**config.mk**
```make
export PLATFORM = sky130hd
export DESIGN_NAME = step_sequencer_gate_pitch
export DESIGN_NICKNAME = d
export VERILOG_FILES = /design/src/rtl/sseq_pkg.sv /design/src/rtl/step_sequencer_gate_pitch.sv
export SDC_FILE = /design/constraint.sdc
export NUM_CORES = 1
export LEC_CHECK = 0
export ABC_AREA = 1
export BUFFER_PORTS_ARGS = -buffer_cell sky130_fd_sc_hd__clkbuf_2
export CAP_MARGIN = 20
export CORE_UTILIZATION = 35
export DETAILED_ROUTE_END_ITERATION = 12
export SYNTH_ARGS = -nofsm -noshare
export SYNTH_HDL_FRONTEND = slang
export SYNTH_SLANG_ARGS = --single-unit
```
**constraint.sdc**
```tcl
create_clock -name clk -period 14.6 [get_ports clk]
set_input_delay 3.65 -clock clk [delete_from_list [all_inputs] [get_ports clk]]
set_output_delay 3.65 -clock clk [all_outputs]
set_load 0.005 [all_outputs]
```
**src/rtl/sseq_pkg.sv**
```systemverilog
// ----------------------------------------------------------------------------
// sseq_pkg: shared types and constants of the step sequencer
// Holds the event codes, field widths and the just-scale pitch table.
// ----------------------------------------------------------------------------
package sseq_pkg;

    // The step count must be a power of two so that step arithmetic wraps by width.
    localparam int STEP_COUNT = 8;
    localparam int STEP_W     = $clog2(STEP_COUNT);

    localparam int OP_W     = 3;
    localparam int KNOB_W   = 16;
    localparam int DELTA_W  = 4;
    localparam int INC_W    = 16;
    localparam int TEMPO_W  = 9;
    localparam int PHASE_W  = 32;
    localparam int PITCH_W  = 18;
    localparam int IDX_W    = 4;

    typedef logic [OP_W-1:0]    op_t;
    typedef logic [IDX_W-1:0]   pidx_t;
    typedef logic [PITCH_W-1:0] pitch_t;

    localparam op_t OP_TICK     = 3'd0;
    localparam op_t OP_MODE     = 3'd1;
    localparam op_t OP_MOVE     = 3'd2;
    localparam op_t OP_INTERVAL = 3'd3;
    localparam op_t OP_TOGGLE   = 3'd4;
    localparam op_t OP_TEMPO    = 3'd5;

    localparam logic [INC_W-1:0]   INC_RESET   = 16'd746;
    localparam logic [TEMPO_W-1:0] TEMPO_RESET = 9'd120;
    localparam logic [TEMPO_W-1:0] TEMPO_MIN   = 9'd100;

    // Pitch index is the interval plus seven; index seven is 440 Hz.
    localparam pidx_t PIDX_RESET = 4'd7;
    localparam pitch_t PITCH_MIN = 18'd30037;

    function automatic pitch_t pitch_lookup(input pidx_t idx);
        pitch_t p;
        case (idx)
            4'd0:    p = 18'd30037;
            4'd1:    p = 18'd33792;
            4'd2:    p = 18'd37547;
            4'd3:    p = 18'd42240;
            4'd4:    p = 18'd45056;
            4'd5:    p = 18'd50062;
            4'd6:    p = 18'd56320;
            4'd7:    p = 18'd112640;
            4'd8:    p = 18'd112640;
            4'd9:    p = 18'd126720;
            4'd10:   p = 18'd140800;
            4'd11:   p = 18'd150187;
            4'd12:   p = 18'd168960;
            4'd13:   p = 18'd187733;
            default: p = 18'd211200;
        endcase
        return p;
    endfunction

endpackage

```
**src/rtl/step_sequencer_gate_pitch.sv**
```systemverilog
// ----------------------------------------------------------------------------
// step_sequencer_gate_pitch: eight-step gate sequencer with per-step pitch
// Advances a tempo-driven phase on sample ticks and applies edit events.
// ----------------------------------------------------------------------------
// Each input transaction on the s_axis channel is either one audio sample tick
// or one control event, selected by s_axis_tuser. Every input transaction
// produces exactly one output transaction on m_axis carrying the sequencer
// state after that event: play step, edit step, gate, audio enable, pitch in
// Hz times 256 and the display fields.
// The sequencer state is updated at the edge that accepts the input, and the
// result is captured in the output register at the same edge, so the result
// appears in the cycle after acceptance. One transaction is accepted per cycle while the output is not stalled.
// The throughput is set by the single output register: while it holds a result
// that the receiver has not taken, s_axis_tready is low and the state holds.
// The phase increment per BPM is written through cfg_wr_en and cfg_wr_data; the user must write it
// only while no transaction is in flight, as the block does not enforce this.
// Reset clears the phase, both step indices, all on bits and the output
// valid, sets all intervals to 440 Hz, tempo to 120 BPM and edit mode.
// ----------------------------------------------------------------------------
module step_sequencer_gate_pitch
(
    input  logic        clk,
    input  logic        rst_n,
    input  logic        cfg_wr_en,
    input  logic [15:0] cfg_wr_data,
    input  logic        s_axis_tvalid,
    output logic        s_axis_tready,
    // knob_value[15:0], step_delta[19:16], zero[23:20]
    input  logic [23:0] s_axis_tdata,
    // op[2:0]
    input  logic [2:0]  s_axis_tuser,
    output logic        m_axis_tvalid,
    input  logic        m_axis_tready,
    // play_step[2:0], edit_index[5:3], gate_out[6], audio_enable[7],
    // pitch_hz_q8[25:8], display_step[28:26], indicator[29], zero[31:30]
    output logic [31:0] m_axis_tdata,
    // view_mode[0]
    output logic [0:0]  m_axis_tuser
);

    localparam int SC = sseq_pkg::STEP_COUNT;
    localparam int SW = sseq_pkg::STEP_W;

    logic [sseq_pkg::INC_W-1:0]   inc_reg;
    logic [sseq_pkg::PHASE_W-1:0] phase_reg, phase_next;
    logic [SW-1:0]                cur_reg, cur_next;
    logic [SW-1:0]                sel_reg, sel_next;
    logic [SC-1:0]                on_reg, on_next;
    sseq_pkg::pidx_t              ival_reg [SC];
    sseq_pkg::pidx_t              ival_next [SC];
    logic [sseq_pkg::TEMPO_W-1:0] tempo_reg, tempo_next;
    logic                         mode_reg, mode_next;
    logic                         latch_reg, latch_next;

    logic                         out_valid_reg;
    logic [31:0]                  out_data_reg, out_data_next;
    logic                         out_view_reg;

    logic                         accept;
    sseq_pkg::op_t                op;
    logic [sseq_pkg::KNOB_W-1:0]  knob;
    logic [SW-1:0]                delta_ext;
    logic [24:0]                  step_inc;
    logic [sseq_pkg::PHASE_W:0]   phase_sum;
    logic [19:0]                  ival_prod;
    logic [24:0]                  tempo_prod;
    logic [SW-1:0]                cur_inc;
    logic                         gate;
    logic [SW-1:0]                disp;
    logic                         ind;

    assign op            = s_axis_tuser;
    assign knob          = s_axis_tdata[15:0];
    assign delta_ext     = SW'($signed(s_axis_tdata[19:16]));
    assign s_axis_tready = !out_valid_reg || m_axis_tready;
    assign accept        = s_axis_tvalid && s_axis_tready;

    assign step_inc   = 25'(tempo_reg) * 25'(inc_reg);
    assign phase_sum  = {1'b0, phase_reg} + {8'd0, step_inc};
    assign ival_prod  = 20'(knob) * 20'd14 + 20'd32768;
    assign tempo_prod = 25'(knob) * 25'd300;
    assign cur_inc    = cur_reg + SW'(1);

    always_comb
    begin
        phase_next = phase_reg;
        cur_next   = cur_reg;
        sel_next   = sel_reg;
        on_next    = on_reg;
        ival_next  = ival_reg;
        tempo_next = tempo_reg;
        mode_next  = mode_reg;
        latch_next = latch_reg;
        case (op)
            sseq_pkg::OP_TICK:
            begin
                phase_next = phase_sum[sseq_pkg::PHASE_W-1:0];
                if (phase_sum[sseq_pkg::PHASE_W])
                begin
                    cur_next   = cur_inc;
                    latch_next = on_reg[cur_inc];
                end
            end
            sseq_pkg::OP_MODE:
            begin
                mode_next = !mode_reg;
            end
            sseq_pkg::OP_MOVE:
            begin
                if (!mode_reg)
                begin
                    sel_next = sel_reg + delta_ext;
                end
            end
            sseq_pkg::OP_INTERVAL:
            begin
                if (!mode_reg)
                begin
                    ival_next[sel_reg] = ival_prod[19:16];
                end
            end
            sseq_pkg::OP_TOGGLE:
            begin
                if (!mode_reg)
                begin
                    on_next[sel_reg] = !on_reg[sel_reg];
                end
            end
            sseq_pkg::OP_TEMPO:
            begin
                if (!mode_reg)
                begin
                    tempo_next = sseq_pkg::TEMPO_MIN + tempo_prod[24:16];
                end
            end
            default:
            begin
                phase_next = phase_reg;
            end
        endcase
    end

    always_comb
    begin
        gate = !phase_next[sseq_pkg::PHASE_W-1] && latch_next;
        if (mode_next)
        begin
            disp = cur_next;
            ind  = latch_next;
        end
        else
        begin
            disp = sel_next;
            ind  = on_next[sel_next];
        end
        out_data_next = {2'b00, ind, 3'(disp),
                         sseq_pkg::pitch_lookup(ival_next[cur_next]),
                         on_next[cur_next], gate, 3'(sel_next), 3'(cur_next)};
    end

    always_ff @(posedge clk or negedge rst_n)
    begin
        if (!rst_n)
        begin
            inc_reg       <= sseq_pkg::INC_RESET;
            phase_reg     <= '0;
            cur_reg       <= '0;
            sel_reg       <= '0;
            on_reg        <= '0;
            for (int i = 0; i < SC; i++)
            begin
                ival_reg[i] <= sseq_pkg::PIDX_RESET;
            end
            tempo_reg     <= sseq_pkg::TEMPO_RESET;
            mode_reg      <= 1'b0;
            latch_reg     <= 1'b0;
            out_valid_reg <= 1'b0;
        end
        else
        begin
            if (cfg_wr_en)
            begin
                inc_reg <= cfg_wr_data;
            end
            if (accept)
            begin
                phase_reg <= phase_next;
                cur_reg   <= cur_next;
                sel_reg   <= sel_next;
                on_reg    <= on_next;
                ival_reg  <= ival_next;
                tempo_reg <= tempo_next;
                mode_reg  <= mode_next;
                latch_reg <= latch_next;
            end
            if (s_axis_tready)
            begin
                out_valid_reg <= s_axis_tvalid;
            end
        end
    end

    always_ff @(posedge clk)
    begin
        if (accept)
        begin
            out_data_reg <= out_data_next;
            out_view_reg <= mode_next;
        end
    end

    assign m_axis_tvalid = out_valid_reg;
    assign m_axis_tdata  = out_data_reg;
    assign m_axis_tuser  = out_view_reg;

    // An accepted transaction always leaves a result behind it.
    assert property (@(posedge clk) disable iff (!rst_n)
        accept |=> m_axis_tvalid)
    else $error("accepted transaction produced no result");

    // A mode event flips the display mode.
    assert property (@(posedge clk) disable iff (!rst_n)
        accept && op == sseq_pkg::OP_MODE |=> mode_reg != $past(mode_reg))
    else $error("mode event did not toggle the mode");

    // In edit mode the display shows the edit step.
    assert property (@(posedge clk) disable iff (!rst_n)
        m_axis_tvalid && !m_axis_tuser[0] |-> m_axis_tdata[28:26] == m_axis_tdata[5:3])
    else $error("edit display differs from edit step");

    // In view mode an open gate implies the latched gate indicator.
    assert property (@(posedge clk) disable iff (!rst_n)
        m_axis_tvalid && m_axis_tuser[0] && m_axis_tdata[6] |-> m_axis_tdata[29])
    else $error("gate open without latched gate");

    // The pitch never falls below the lowest table entry.
    assert property (@(posedge clk) disable iff (!rst_n)
        m_axis_tvalid |-> m_axis_tdata[25:8] >= sseq_pkg::PITCH_MIN)
    else $error("pitch out of table range");

endmodule

```
==> flow_summary.toml <==
[run_status]
outcome = "completed"

[critical_path]
end_kind = "output port"
start_kind = "input pin"
arrival_ns = 3.97
cp_max_fo = 3
cp_data_required_time_ns = 10.95
path_class = "in2out"

[placed_design]
gp_congestion = 0.856
port_buffers = 75
dp.cells = 2631
place_area_sq_mm = 0.0165
hpwl_microns = 26600

[clocking]
clkTransAtPathRegs_ns = 0.07
clock_path_buffers = 2
cts.hold.buffers_added = 0
clk_latency_ns = 0.48
cts-resized-gates = 0
clock-sinks = 134
cts_root_buf = "clkbuf_16"
cts_buffers = 17
post_cts.repair.setup_buffers = 0
cts_tree = "done"
htreeDepth = 4

[synth]
avgSynthCellArea_sq_um = 7.72
synth.ff_latch_count = 134
synth_flop_cell = "dfrtp_1"
synthArstFlopShare_pct = 79.1
ys_seq_area_share_pct = 22.6
yosys.area.top_type_share_pct = 20.2
synth_top_area_cell = "fa_1"
netlist_instances = 2024
synthTopCellsByArea = "fa_1, nand2_1, ha_1"
synth_edf_count = 28
ys_types = 52
yosys_warnings = 0
syn_area_sq_mm = 0.0156

[die]
die_h_microns = 213
die-area_sq_mm = 0.0455
die_x_microns = 213
core_area_sq_mm = 0.0441
rows = 77
start_util_pct = 35.4
ios = 83

[cells_and_area]
diodes = 0
stdcell_count = 2664
nets = 2414
area_growth_pct = 9.46
final_common_cell = "nand2_1"
finish.instance_area_sq_mm = 0.0171
layout_common_cells = "nand2_1, inv_1, fa_1, ha_1, o21ai_0"
drive_gt1_share_pct = 11.2

[timing]
skew_ns = 0.0142
finalSetupTns_ns = 0
period_minus_slack_ns = 7.62
hold_viol_final = 0
finalMaxSlewViolations = 0
worstMarginPinSlew_ns = 0.976
setup-violations-final = 0
rsz0062_at_grt = "false"
fmax_mhz = 131
final.period_utilization_pct = 52.2
maxSlewHeadroom_pct = 34.9

[job]
max_cap_viol_count = 0

[detailed_routing]
wl_per_cell_microns = 12.9
vias_per_cell = 4.69
drt-total-wl_microns = 34500
dr.pass1.iters = 5
drtIter0Drc = 770
num_vias = 12500
drc_errors = 0
final_antenna_net_count = 0

[grt]
grt_pass1_vias = 13100
overflow = 0
grt_start_max_net_pins = 78
grt_pass1_wl_microns = 60900
antenna_found_initial = 0
track_usage_pct = 16.7

[worst_hold_path]
hp-class = "reg2reg"
-- worst paths after layout --
kind                               startpoint          endpoint  slack (ns)  cells after the start
worst max-delay path            m_axis_tready     s_axis_tready        6.98                      4
min in group asynchronous               rst_n      phase_reg[9]        3.21                      1
worst min register to register    ival_reg[6]       ival_reg[6]        0.47                      2
worst max register to register   tempo_reg[2]  m_axis_tdata[20]        7.32                     30
max in group asynchronous               rst_n         on_reg[3]       10.13                      2
worst min-delay path              ival_reg[6]       ival_reg[6]        0.47                      2
-- metal layers --
metal	vias up	part of all wire (%)	GRT usage, %
li1	6292	-	-
met1	5986	44	20.1
met2	176	51	29.6
met3	48	3.3	3.16
met4	0	2.2	5.96
met5	-	0	0
-- through the flow --
step / worst slack, ns / util [%] / hold slack, ns
4_1_cts: 6.98 / 38.7 / 0.468
5_1_grt: 6.83 / 38.8 / 0.479
3_3_place_gp: 6.72 / 37.3 / 0.454
2_1_floorplan: 7.20 / - / 0.442
3_5_place_dp: 6.67 / 37.3 / 0.456
6_report: 6.98 / 38.8 / 0.467
-- kinds of logic after synthesis --
logic type,count (synthesis),synth area share [%]
other,1,0.0240
and+or+nand+nor,821,22.3
DFF,134,22.6
muxes,16,1.15
buffers and inverters,484,12.1
AOI/OAI and AO/OA,230,7.93
adders and majority gates,307,32.2
xor gates and xnor gates,31,1.74
-- critical path, stage by stage --
cell and delay (ns):
clkbuf_2 0.07, inv_1 0.03, nand2_1 0.09, clkbuf_2 0.12
-- final cells by class --
cell class	count	area (sq um)
fillers	4598	27000
repair buffers	80	435
well taps	592	741
clock buffers	17	425
multi-input cells	1407	10200
flip-flops and latches	134	3540
clock inverters	15	180
inverters	419	1580
-- synth_stat cells (all sizes together), types with 8 or more instances --
cell,count
a21oi,85
buf,13
clkbuf,52
dfrtp,72
dfstp,34
edfxtp,28
fa,158
ha,149
inv,417
mux2,16
nand2,561
nand3,110
nor2,102
nor3,8
o21ai,114
or2,26
xnor2,14
xor2,17
Power is not shown: default switching activity piles up to over one toggle a cycle in this logic, so the estimate is an artifact.
